<file path="config.mk">
export PLATFORM = sky130hd
export DESIGN_NAME = text_whitespace_normalizer
export DESIGN_NICKNAME = d
export VERILOG_FILES = /design/src/design/twn_pkg.sv /design/src/design/text_whitespace_normalizer.sv
export VERILOG_INCLUDE_DIRS = /design/src /design/src/design
export SDC_FILE = /design/constraint.sdc
export NUM_CORES = 1
export LEC_CHECK = 0
export BUFFER_PORTS_ARGS = -buffer_cell sky130_fd_sc_hd__buf_4
export CAP_MARGIN = 0
export CORE_MARGIN = 10
export CORE_UTILIZATION = 35
export DETAILED_ROUTE_END_ITERATION = 10
export SYNTH_ARGS = -nofsm -noshare
export SYNTH_HDL_FRONTEND = slang
export SYNTH_SLANG_ARGS = --single-unit
</file>
<file path="constraint.sdc">
create_clock -name aclk -period 4.5 [get_ports aclk]
set_input_delay 0.45 -clock aclk [delete_from_list [all_inputs] [get_ports aclk]]
set_output_delay 0.45 -clock aclk [all_outputs]
set_load 0.005 [all_outputs]
</file>
<file path="src/design/text_whitespace_normalizer_assert.svh">
// Assertion macros for the whitespace normalizer.
// Depends on nothing; included by text_whitespace_normalizer, the module that carries checks.
`ifndef TEXT_WHITESPACE_NORMALIZER_ASSERT_SVH
`define TEXT_WHITESPACE_NORMALIZER_ASSERT_SVH

`ifndef NO_ASSERTIONS
`define TWN_ASSERT(lbl, clk, rst_n, prop, msg) \
    lbl: assert property (@(posedge clk) disable iff (!rst_n) prop) else $error(msg);
`define TWN_NEVER(lbl, clk, rst_n, cond, msg) \
    lbl: assert property (@(posedge clk) disable iff (!rst_n) !(cond)) else $error(msg);
`else
`define TWN_ASSERT(lbl, clk, rst_n, prop, msg)
`define TWN_NEVER(lbl, clk, rst_n, cond, msg)
`endif

`endif

</file>
<file path="src/design/twn_pkg.sv">
// Types, byte codes and helpers for the whitespace normalizer.
// Depends on nothing; imported by text_whitespace_normalizer.
`timescale 1ns / 1ps
`default_nettype none

package twn_pkg;

    localparam int HOLD_DEPTH = 32;
    localparam int CNT_W      = $clog2(HOLD_DEPTH + 1);
    localparam int IDX_W      = $clog2(HOLD_DEPTH);

    localparam logic [7:0] CH_LF = 8'h0A;
    localparam logic [7:0] CH_CR = 8'h0D;
    localparam logic [7:0] CH_SP = 8'h20;
    localparam logic [7:0] CH_HT = 8'h09;
    localparam logic [7:0] CH_VT = 8'h0B;
    localparam logic [7:0] CH_FF = 8'h0C;

    localparam logic [1:0] MODE_UNKNOWN = 2'd0;
    localparam logic [1:0] MODE_LF      = 2'd1;
    localparam logic [1:0] MODE_CRLF    = 2'd2;

    typedef struct packed {
        logic [7:0] in_byte;
        logic       end_of_file;
    } in_word_t;

    typedef struct packed {
        logic [7:0] out_byte;
        logic       last_of_run;
        logic       file_done;
        logic       held_overflow;
    } out_word_t;

    function automatic logic is_blank(input logic [7:0] b);
        return (b == CH_SP) || (b == CH_HT) || (b == CH_VT) || (b == CH_FF) || (b == CH_CR);
    endfunction

endpackage

`default_nettype wire

</file>
<file path="src/design/text_whitespace_normalizer.sv">
// Whitespace normalizer top level: hold store memory, sequencer, output stage.
// Depends on twn_pkg and text_whitespace_normalizer_assert.svh.
//
//   channel | ports                          | word
//   input   | s_valid, s_ready, s_data       | twn_pkg::in_word_t
//   output  | m_valid, m_ready, m_data       | twn_pkg::out_word_t
//
// A blank byte that fits the hold store is written to it. A content byte first flushes
// the held bytes, one memory read each, and is then sent. A line end runs the line-end
// step; end of file adds the line-end or flush steps, and a full store flushes first.
// Reset clears the sequencer and counters; the hold store needs no clearing.
// A stalled output holds the sequencer; input is taken only in the idle state.
`timescale 1ns / 1ps
`default_nettype none
`include "text_whitespace_normalizer_assert.svh"

module text_whitespace_normalizer (
    input  wire logic                aclk,
    input  wire logic                aresetn,
    input  wire logic                s_valid,
    output logic                     s_ready,
    input  wire twn_pkg::in_word_t   s_data,
    output logic                     m_valid,
    input  wire logic                m_ready,
    output twn_pkg::out_word_t       m_data
);
    import twn_pkg::*;

    typedef enum logic [6:0] {
        ST_IDLE  = 7'b0000001,
        ST_FLUSH = 7'b0000010,
        ST_BYTE  = 7'b0000100,
        ST_STORE = 7'b0001000,
        ST_EOF   = 7'b0010000,
        ST_EOL   = 7'b0100000,
        ST_FIN   = 7'b1000000
    } state_t;

    logic [7:0] held_mem [HOLD_DEPTH];

    state_t           state_reg, state_next;
    logic [CNT_W-1:0] cnt_reg, cnt_next;
    logic [1:0]       mode_reg, mode_next;
    logic [1:0]       run_reg, run_next;
    logic             seen_reg, seen_next;
    logic             last_cr_reg, last_cr_next;
    logic [7:0]       byte_reg, byte_next;
    logic             eof_reg, eof_next;
    logic             ovf_reg, ovf_next;
    logic             content_reg, content_next;
    logic [CNT_W-1:0] rd_idx_reg, rd_idx_next;
    logic             rd_pend_reg, rd_pend_next;
    logic [7:0]       rd_data_reg;
    logic             cr_sent_reg, cr_sent_next;
    logic             pend_valid_reg, pend_valid_next;
    logic [7:0]       pend_byte_reg, pend_byte_next;
    logic             pend_ovf_reg, pend_ovf_next;
    logic             m_valid_reg, m_valid_next;
    out_word_t        out_reg, out_next;

    logic             mem_we;
    logic [IDX_W-1:0] mem_waddr;
    logic [7:0]       mem_wdata;
    logic             rd_issue;
    logic             push_en;
    logic [7:0]       push_byte;
    logic             push_ovf;
    logic             fin_done;
    logic             out_free;
    logic             can_push;
    logic             cr_before;
    logic [1:0]       mode_eff;

    assign s_ready   = (state_reg == ST_IDLE);
    assign m_valid   = m_valid_reg;
    assign m_data    = out_reg;
    assign out_free  = !m_valid_reg || m_ready;
    assign can_push  = !pend_valid_reg || out_free;
    assign cr_before = (cnt_reg != '0) && last_cr_reg;
    assign mode_eff  = (mode_reg == MODE_UNKNOWN) ? (cr_before ? MODE_CRLF : MODE_LF) : mode_reg;

    always_comb begin
        state_next      = state_reg;
        cnt_next        = cnt_reg;
        mode_next       = mode_reg;
        run_next        = run_reg;
        seen_next       = seen_reg;
        last_cr_next    = last_cr_reg;
        byte_next       = byte_reg;
        eof_next        = eof_reg;
        ovf_next        = ovf_reg;
        content_next    = content_reg;
        rd_idx_next     = rd_idx_reg;
        rd_pend_next    = rd_pend_reg;
        cr_sent_next    = cr_sent_reg;
        pend_valid_next = pend_valid_reg;
        pend_byte_next  = pend_byte_reg;
        pend_ovf_next   = pend_ovf_reg;
        m_valid_next    = m_valid_reg;
        out_next        = out_reg;
        mem_we          = 1'b0;
        mem_waddr       = cnt_reg[IDX_W-1:0];
        mem_wdata       = s_data.in_byte;
        rd_issue        = 1'b0;
        push_en         = 1'b0;
        push_byte       = byte_reg;
        push_ovf        = 1'b0;
        fin_done        = 1'b0;

        if (m_valid_reg && m_ready) begin
            m_valid_next = 1'b0;
        end

        case (state_reg)
            ST_IDLE: begin
                if (s_valid) begin
                    byte_next    = s_data.in_byte;
                    eof_next     = s_data.end_of_file;
                    ovf_next     = 1'b0;
                    content_next = 1'b0;
                    rd_idx_next  = '0;
                    rd_pend_next = 1'b0;
                    cr_sent_next = 1'b0;
                    if (s_data.in_byte == CH_LF) begin
                        state_next = ST_EOL;
                    end else if (is_blank(s_data.in_byte)) begin
                        if (cnt_reg == CNT_W'(HOLD_DEPTH)) begin
                            ovf_next   = 1'b1;
                            state_next = ST_FLUSH;
                        end else begin
                            mem_we       = 1'b1;
                            cnt_next     = cnt_reg + CNT_W'(1);
                            last_cr_next = (s_data.in_byte == CH_CR);
                            state_next   = s_data.end_of_file ? ST_EOF : ST_IDLE;
                        end
                    end else begin
                        content_next = 1'b1;
                        state_next   = ST_FLUSH;
                    end
                end
            end
            ST_FLUSH: begin
                rd_issue = (rd_idx_reg != cnt_reg) && (!rd_pend_reg || can_push);
                if (rd_pend_reg && can_push) begin
                    push_en      = 1'b1;
                    push_byte    = rd_data_reg;
                    push_ovf     = ovf_reg;
                    rd_pend_next = 1'b0;
                end
                if (rd_issue) begin
                    rd_idx_next  = rd_idx_reg + CNT_W'(1);
                    rd_pend_next = 1'b1;
                end
                if ((rd_idx_reg == cnt_reg) && !rd_pend_reg) begin
                    if (cnt_reg != '0) begin
                        seen_next = 1'b1;
                        run_next  = 2'd0;
                    end
                    cnt_next = '0;
                    if (ovf_reg) begin
                        state_next = ST_STORE;
                    end else if (content_reg) begin
                        state_next = ST_BYTE;
                    end else begin
                        state_next = ST_FIN;
                    end
                end
            end
            ST_BYTE: begin
                if (can_push) begin
                    push_en    = 1'b1;
                    push_byte  = byte_reg;
                    seen_next  = 1'b1;
                    run_next   = 2'd0;
                    state_next = eof_reg ? ST_EOF : ST_FIN;
                end
            end
            ST_STORE: begin
                mem_we       = 1'b1;
                mem_waddr    = '0;
                mem_wdata    = byte_reg;
                cnt_next     = CNT_W'(1);
                last_cr_next = (byte_reg == CH_CR);
                ovf_next     = 1'b0;
                state_next   = eof_reg ? ST_EOF : ST_FIN;
            end
            ST_EOF: begin
                cr_sent_next = 1'b0;
                rd_idx_next  = '0;
                rd_pend_next = 1'b0;
                if (mode_reg != MODE_UNKNOWN) begin
                    state_next = ST_EOL;
                end else if (cnt_reg != '0) begin
                    ovf_next   = 1'b0;
                    state_next = ST_FLUSH;
                end else begin
                    state_next = ST_FIN;
                end
            end
            ST_EOL: begin
                if (!seen_reg || (run_reg >= 2'd2)) begin
                    mode_next    = mode_eff;
                    cnt_next     = '0;
                    cr_sent_next = 1'b0;
                    state_next   = ST_FIN;
                end else if ((mode_eff == MODE_CRLF) && cr_before && !cr_sent_reg) begin
                    if (can_push) begin
                        push_en      = 1'b1;
                        push_byte    = CH_CR;
                        cr_sent_next = 1'b1;
                    end
                end else if (can_push) begin
                    push_en      = 1'b1;
                    push_byte    = CH_LF;
                    run_next     = run_reg + 2'd1;
                    mode_next    = mode_eff;
                    cnt_next     = '0;
                    cr_sent_next = 1'b0;
                    state_next   = ST_FIN;
                end
            end
            ST_FIN: begin
                if (pend_valid_reg) begin
                    if (out_free) begin
                        out_next.out_byte      = pend_byte_reg;
                        out_next.last_of_run   = 1'b1;
                        out_next.file_done     = eof_reg;
                        out_next.held_overflow = pend_ovf_reg;
                        m_valid_next           = 1'b1;
                        pend_valid_next        = 1'b0;
                        fin_done               = 1'b1;
                        state_next             = ST_IDLE;
                    end
                end else begin
                    fin_done   = 1'b1;
                    state_next = ST_IDLE;
                end
            end
            default: begin
                state_next = ST_IDLE;
            end
        endcase

        if (push_en) begin
            if (pend_valid_reg) begin
                out_next.out_byte      = pend_byte_reg;
                out_next.last_of_run   = 1'b0;
                out_next.file_done     = 1'b0;
                out_next.held_overflow = pend_ovf_reg;
                m_valid_next           = 1'b1;
            end
            pend_valid_next = 1'b1;
            pend_byte_next  = push_byte;
            pend_ovf_next   = push_ovf;
        end

        if (fin_done && eof_reg) begin
            mode_next = MODE_UNKNOWN;
            cnt_next  = '0;
            run_next  = 2'd0;
            seen_next = 1'b0;
        end
    end

    always_ff @(posedge aclk) begin
        if (mem_we) begin
            held_mem[mem_waddr] <= mem_wdata;
        end
        if (rd_issue) begin
            rd_data_reg <= held_mem[rd_idx_reg[IDX_W-1:0]];
        end
    end

    always_ff @(posedge aclk) begin
        if (!aresetn) begin
            state_reg      <= ST_IDLE;
            cnt_reg        <= '0;
            mode_reg       <= MODE_UNKNOWN;
            run_reg        <= 2'd0;
            seen_reg       <= 1'b0;
            last_cr_reg    <= 1'b0;
            ovf_reg        <= 1'b0;
            content_reg    <= 1'b0;
            rd_idx_reg     <= '0;
            rd_pend_reg    <= 1'b0;
            cr_sent_reg    <= 1'b0;
            pend_valid_reg <= 1'b0;
            m_valid_reg    <= 1'b0;
        end else begin
            state_reg      <= state_next;
            cnt_reg        <= cnt_next;
            mode_reg       <= mode_next;
            run_reg        <= run_next;
            seen_reg       <= seen_next;
            last_cr_reg    <= last_cr_next;
            ovf_reg        <= ovf_next;
            content_reg    <= content_next;
            rd_idx_reg     <= rd_idx_next;
            rd_pend_reg    <= rd_pend_next;
            cr_sent_reg    <= cr_sent_next;
            pend_valid_reg <= pend_valid_next;
            m_valid_reg    <= m_valid_next;
        end
    end

    always_ff @(posedge aclk) begin
        byte_reg      <= byte_next;
        eof_reg       <= eof_next;
        pend_byte_reg <= pend_byte_next;
        pend_ovf_reg  <= pend_ovf_next;
        out_reg       <= out_next;
    end

    `TWN_ASSERT(a_idle_no_pending, aclk, aresetn, (state_reg == ST_IDLE) |-> !pend_valid_reg, "pending word left in idle")
    `TWN_ASSERT(a_read_in_flush, aclk, aresetn, rd_pend_reg |-> (state_reg == ST_FLUSH), "read data outside flush")
    `TWN_NEVER(a_count_range, aclk, aresetn, cnt_reg > CNT_W'(HOLD_DEPTH), "hold count past depth")
    `TWN_ASSERT(a_done_is_last, aclk, aresetn, m_valid_reg |-> (!out_reg.file_done || out_reg.last_of_run), "file_done without last_of_run")
    `TWN_ASSERT(a_eof_clears_mode, aclk, aresetn, (fin_done && eof_reg) |=> (mode_reg == MODE_UNKNOWN), "mode kept after end of file")

endmodule

`default_nettype wire
</file>
==> summary.md, run 1 <==
| Metric | Value |
|---|---|
| Dpl hpwl | `20.46 mm` |
| Die W | `216.2 µm` |
| Critical path peak fanout | `10` |
| Final Max Slew Viols | `0` |
| Initial antenna violation count | `0` |
| # fillers | `3,441` |
| DIE AREA | `46,740 µm²` |
| Largest Register | `held_mem` |
| Fin crit share | `80.26%` |
| Nets | `833` |
| Hold WS | `0.1258 ns` |
| WL/cell | `23.27 µm` |
| Final setup fails | `0` |
| # IOs | `26` |
| Post-synth EDFFs | `293` |
| Net count of the mapped netlist | `794` |
| RR Startpoint | `cnt_reg[0]` |
| Worst path arrival time | `3.76 ns` |
| Largest net degree at the start of global routing | `52` |
| Top Layer Used | `met4` |
| Clock power share | `43.6%` |
| Postcts setup bufs | `0` |
| Met2 wire length | `14.58 mm` |
| Critical-path top delay cell | `nor2_1` |
| Worst R2R Setup Slack | `0.89 ns` |
| CTS Buf Count | `35` |
| Post-synth top area share | `65.30%` |
| Power per cell area | `416.6 nW/µm²` |
| Fin crit period | `3.612 ns` |
| Total track usage | `13.20%` |
| Cell count after synthesis | `777` |
| CTS root buf | `clkbuf_16` |
| Post-cts resize count | `0` |
| Crit end category | `flip-flop` |
| Max FFs per register | `256` |
| Die span in y | `216.2 µm` |
| Internal | `0.005042 W` |
| Max Buffers Root-to-Sink | `3` |
| Final worst slack | `0.8881 ns` |
| Crit Path Class | `flip-flop to flip-flop` |
| Mean area per synthesized cell | `17.34 µm²` |
| Clk sink count | `324` |
| Vias post-DR | `7,221` |
| Seq cells post-synth | `324` |
| Vias in the first global route | `7,103` |
| Critical Path Source | `cnt_reg[0]` |
| # Max-Cap Violations | `0` |
| CTS H-Tree Depth | `2` |
| Sw Pwr | `0.001374 W` |
| Yosys warns | `0` |
| Skew final | `0.01384 ns` |
| Core ar. | `37,840 µm²` |
| Outcome | `finished clean` |
| Slew HR | `31.94%` |
| Critical Path Sink | `held_mem[5][0]` |
| Top FF cell, synth | `edfxtp_1` |
| WL final | `31.48 mm` |
| Antenna cells | `0` |
| Worst-margin pin slew | `1.016 ns` |
| CTS tree | `built` |
| RSZ-0062 raised after global routing | `no` |
| Port bufs | `25` |
| DRT Pass-1 Iters | `5` |
| DRC errors left | `0` |
| Final Hold Fails | `0` |
| Worst Hold Class | `primary input to flip-flop` |
| Logic pwr share | `4.3%` |
| Area contributors post-synth | `edfxtp_1 (65%), mux4_2 (13%), dfxtp_1 (4.6%)` |
| Largest vdd supply drop | `268.8 µV` |
| Hold Buf Count CTS | `0` |
| Synth cell types | `66` |
| Commonest non-fill, non-tap cell in the layout | `edfxtp_1` |
| CTS clk-pin slew, worst paths | `0.06 ns` |
| Worst slack, placed | `0.7953 ns` |
| Metal-1 WL | `13.82 mm` |
| Synth area leader | `edfxtp_1` |
| Crit Reg-Reg Endpoint | `held_mem[5][0]` |
| Initial Util | `35.60%` |
| Post-Route Setup TNS | `0 ns` |
| Initial detailed-routing violation count | `695` |
| Most frequent cells in the layout | `edfxtp_1 (293), mux4_2 (80), nor2_1 (59)` |
| Cell Chain, Critical Path | `inv_1 -> ha_1 -> nor4b_1 -> and2_1 -> nand3b_1 -> or3_4 -> or3_1 -> nor2_1` |
| Layout cell share with drive strength beyond 1 | `23.75%` |
| Global-route wire length before repair | `47.10 mm` |
| Mapped Area | `13,470 µm²` |
| Critical path startpoint category | `flip-flop` |
| Reg power frac | `52.1%` |
| R2R depth | `8` |
| Site row count | `71` |
| Met3 Routed Length | `2.198 mm` |
| Async SR Flop Fraction | `0%` |
| Antenna viol nets, final | `0` |
| Clk_lat worst skew | `0.51 ns` |
| Area Growth Syn to Fin | `14.30%` |
| Sequential fraction of the synthesis area | `69.91%` |
| Leak pwr | `4.782 nW` |
| Sw Ratio | `21.41%` |
| Vias per cell | `5.337` |
| Gr ovfl total | `0` |
| Required time of the critical path | `4.65 ns` |
| Crit-path max cell delay | `0.65 ns` |
| Max Clock Freq | `276.9 MHz` |
| GPL Wtd Cong | `0.8446` |
cells in the mapped netlist, types with 4 or more instances:
cell	count
and2_1	13
buf_1	6
mux2_2	8
nand3_1	13
buf_2	6
a31oi_1	9
nand3b_1	4
a21o_1	4
xor2_1	10
or3_1	5
edfxtp_1	293
nor3_1	11
clkbuf_1	27
nor2_1	59
nand2b_1	8
inv_1	7
mux4_2	80
nor3b_1	4
nor4_1	4
dfxtp_1	31
a21oi_1	18
nor4b_1	4
o21ai_0	11
nand2_1	49
ha_1	4
mux2i_1	8
o211ai_1	7
a22o_1	5
metrics by stage:
stage / instance area (µm²) / util (%) / std cells / power [W]
after global placement: 14280 / 37.73 / 1290 / 0.003673
after CTS: 15400 / 40.69 / 1353 / 0.006462
after global routing: 15400 / 40.69 / 1353 / 0.006632
after detailed placement: 14280 / 37.73 / 1290 / 0.003678
final: 15400 / 40.69 / 1353 / 0.006416
after floorplan: 13470 / - / 777 / 0.003572
power by group through the flow:
stage	combinational, W	sequential (W)	clock (W)
final	0.000275	0.00334	0.00280
after global routing	0.000302	0.00334	0.00299
after CTS	0.000274	0.00334	0.00285
after detailed placement	0.000273	0.00340	0
after global placement	0.000269	0.00340	0
after floorplan	0.000191	0.00338	0
kinds of logic after synthesis:
kind of cell | synth area share, %
adders and majority gates | 0.3715
muxes | 14.64
buffers and inverters | 1.588
xor gates and xnor gates | 0.7801
DFF | 69.91
AOI/OAI and AO/OA | 4.086
and+or+nand+nor | 8.627
cell type report:
type | instances | area, µm² | area share (%)
clock inverter | 21 | 198.9 | 1.292
inverter | 7 | 26.28 | 0.1706
timing repair buffer | 44 | 342.8 | 2.226
tap | 511 | 639.4 | 4.152
multi-input combinational | 404 | 3846 | 24.98
sequential | 324 | 9424 | 61.20
clock buffer | 42 | 922.1 | 5.988
per-layer routing:
layer | vias up | track usage (%)
met1 | 3677 | 18.52
met2 | 278 | 20.39
li1 | 3217 | -
met4 | 0 | 4.544
met3 | 49 | 2.187
met5 | - | 0
worst min-delay path by stage:
stage | startpoint | to | cells past startpoint
after floorplan | seen_reg | seen_reg | 2
after global placement | seen_reg | seen_reg | 2
after detailed placement | seen_reg | seen_reg | 2
after CTS | s_data[8] | byte_reg[7] | 1
after global routing | s_data[8] | byte_reg[7] | 1
final | s_data[8] | byte_reg[7] | 1
critical path: cells and delay by family, from the launching register on:
family	cells	cell delay, ns
and+or+nand+nor	6	2.34
DFF	1	0.54
adders and majority gates	1	0.23
buffers and inverters	1	0.13
(Power assumes the default switching activity.)
==> run 2, diff against run 1 <==
Clock period 4.5 ns to 3.7 ns, I/O delays scaled along.
==> summary.md, run 2 (synthesis results as in run 1) <==
| Metric | Value |
|---|---|
| Required time of the critical path | `3.85 ns (-0.80 ns)` |
| Final Hold Fails | `0 (unchanged)` |
| Die W | `216.2 µm (unchanged)` |
| Initial Util | `35.60% (unchanged)` |
| Postcts setup bufs | `0 (unchanged)` |
| WL/cell | `21.48 µm (-7.7%)` |
| Crit path max-delay family | `simple AND/OR/NAND/NOR gates` |
| Crit path buffers/inverters | `1 (unchanged)` |
| Fin crit period | `3.351 ns (-0.2614 ns)` |
| Gr ovfl total | `0 (unchanged)` |
| Commonest non-fill, non-tap cell in the layout | `edfxtp_1` |
| Worst Hold Class | `primary input to flip-flop` |
| Clk sink count | `324 (unchanged)` |
| WL final | `29.84 mm (-5.2%)` |
| Leak pwr | `4.979 nW (+4.1%)` |
| Max FFs per register | `256 (unchanged)` |
| Critical-path top delay cell | `or3_1` |
| Final std cells w/o fill | `1,389 (+2.7%)` |
| Worst-margin pin slew | `0.7542 ns (-0.2620 ns)` |
| Power per cell area | `496.2 nW/µm² (+19%)` |
| CTS H-Tree Depth | `2 (unchanged)` |
| Dpl hpwl | `19.65 mm (-4.0%)` |
| Core ar. | `37,840 µm² (unchanged)` |
| Worst hold stages | `1 (unchanged)` |
| CTS clk-pin slew, worst paths | `0.06 ns (about the same)` |
| DRT Pass-1 Iters | `5 (unchanged)` |
| Vias in the first global route | `7,312 (+2.9%)` |
| DRC errors left | `0 (unchanged)` |
| CTS Buf Count | `36 (+2.9%)` |
| Crit Reg-Reg Endpoint | `held_mem[29][4]` |
| Crit end category | `flip-flop` |
| Area post-placement | `14,590 µm² (+2.2%)` |
| Initial detailed-routing violation count | `625 (-10%)` |
| Crit-path max cell delay | `0.58 ns (-0.07 ns)` |
| Layout Utilization | `41.53% (+0.84 points)` |
| Largest Register | `held_mem` |
| Hold Path End | `byte_reg[7]` |
| RSZ-0062 raised after global routing | `no` |
| Hold Buf Count CTS | `0 (unchanged)` |
| Post-placement cell count | `1,328 (+2.9%)` |
| Critical Path Source | `cnt_reg[0]` |
| CTS root buf | `clkbuf_16` |
| Worst path arrival time | `3.50 ns (-0.26 ns)` |
| Critical path startpoint category | `flip-flop` |
| GPL Wtd Cong | `0.8586 (+1.7%)` |
| Global-route wire length before repair | `45.75 mm (-2.9%)` |
| # Max-Cap Violations | `0 (unchanged)` |
| Largest net degree at the start of global routing | `57 (+9.6%)` |
| Max Clock Freq | `298.5 MHz (+7.8%)` |
| Layout cell share with drive strength beyond 1 | `26.99% (+3.2 points)` |
| CTS tree | `built` |
| # fillers | `3,449 (+0.23%)` |
| Worst R2R Setup Slack | `0.35 ns (-0.54 ns)` |
| Fin crit share | `90.56% (+10 points)` |
| Port bufs | `25 (unchanged)` |
| Final Max Slew Viols | `0 (unchanged)` |
| Critical path peak fanout | `10 (unchanged)` |
| Die span in y | `216.2 µm (unchanged)` |
| Max Buffers Root-to-Sink | `3 (unchanged)` |
| Nets | `872 (+4.7%)` |
| Antenna viol nets, final | `0 (unchanged)` |
| Vias post-DR | `7,297 (+1.1%)` |
| Largest vdd supply drop | `257.1 µV (-4.3%)` |
| Hold WS | `0.05375 ns (-0.07206 ns)` |
| Final setup fails | `0 (unchanged)` |
| # IOs | `26 (unchanged)` |
| R2R depth | `8 (unchanged)` |
| Hold path startpoint | `s_data[8]` |
| DIE AREA | `46,740 µm² (unchanged)` |
| Total track usage | `12.66% (-0.54 points)` |
| Crit Path Class | `flip-flop to flip-flop` |
| RR Startpoint | `cnt_reg[0]` |
| Most frequent cells in the layout | `edfxtp_1 (293), mux4_2 (80), buf_4 (79)` |
| Post-cts resize count | `0 (unchanged)` |
| Vias per cell | `5.253 (-1.6%)` |
| Clk_lat worst skew | `0.51 ns (about the same)` |
| Site row count | `71 (unchanged)` |
| Skew final | `0.02745 ns (+0.01361 ns)` |
| Outcome | `finished clean` |
| Slew HR | `49.54% (+18 points)` |
| Cell Chain, Critical Path | `inv_1 -> ha_1 -> nor4b_1 -> and2_1 -> nand3b_1 -> or3_4 -> or3_1 -> nor3_4` |
| Antenna cells | `0 (unchanged)` |
| Post-Route Setup TNS | `0 ns (unchanged)` |
| Area Growth Syn to Fin | `16.65%` |
| Fin area | `15,720 µm² (+2.1%)` |
| Initial antenna violation count | `0 (unchanged)` |
[run 2: through the flow]
step                      worst slack [ns]  total power, W
final                               0.3494        0.007798
after detailed placement            0.3401        0.004468
after global routing                0.1809        0.008081
after global placement              0.3432        0.004462
after floorplan                     0.5796        0.004344
after CTS                           0.3856        0.007873
[run 2: worst max path at each step]
stage	endpoint	slack [ns]	depth (start not counted)
final	held_mem[29][4]	0.35	8
after floorplan	held_mem[24][0]	0.58	8
after CTS	held_mem[29][4]	0.39	8
after global placement	held_mem[29][5]	0.34	7
after global routing	held_mem[29][4]	0.18	8
after detailed placement	held_mem[29][2]	0.34	7
[run 2: cell type report]
class | instances | area [µm²] | share of cell area [%]
Clock buffer | 45 | 977.2 | 6.218
Clock inverter | 16 | 150.1 | 0.9553
Inverter | 7 | 26.28 | 0.1672
Multi-Input combinational cell | 404 | 3846 | 24.47
Sequential cell | 324 | 9424 | 59.96
Tap cell | 511 | 639.4 | 4.068
Timing Repair Buffer | 82 | 653.1 | 4.156
[run 2: power by group]
| part | leakage (nW) | switching (W) | internal, W |
|---|---|---|---|
| registers | 2.87 | 0.0000449 | 0.00402 |
| logic | 1.56 | 0.000213 | 0.000113 |
| clock network | 0.547 | 0.00139 | 0.00202 |
[run 2: per-layer routing]
metal  routed length (µm)  global-route usage, %  share of wire, %  vias to the layer above
met4                  762                  4.358               2.6                        0
met3                 1366                  1.978               4.6                       39
li1                     -                      -                 -                     3298
met5                    0                      0                 0                        -
met1                13440                  17.16                45                     3764
met2                14270                  20.35                48                      196
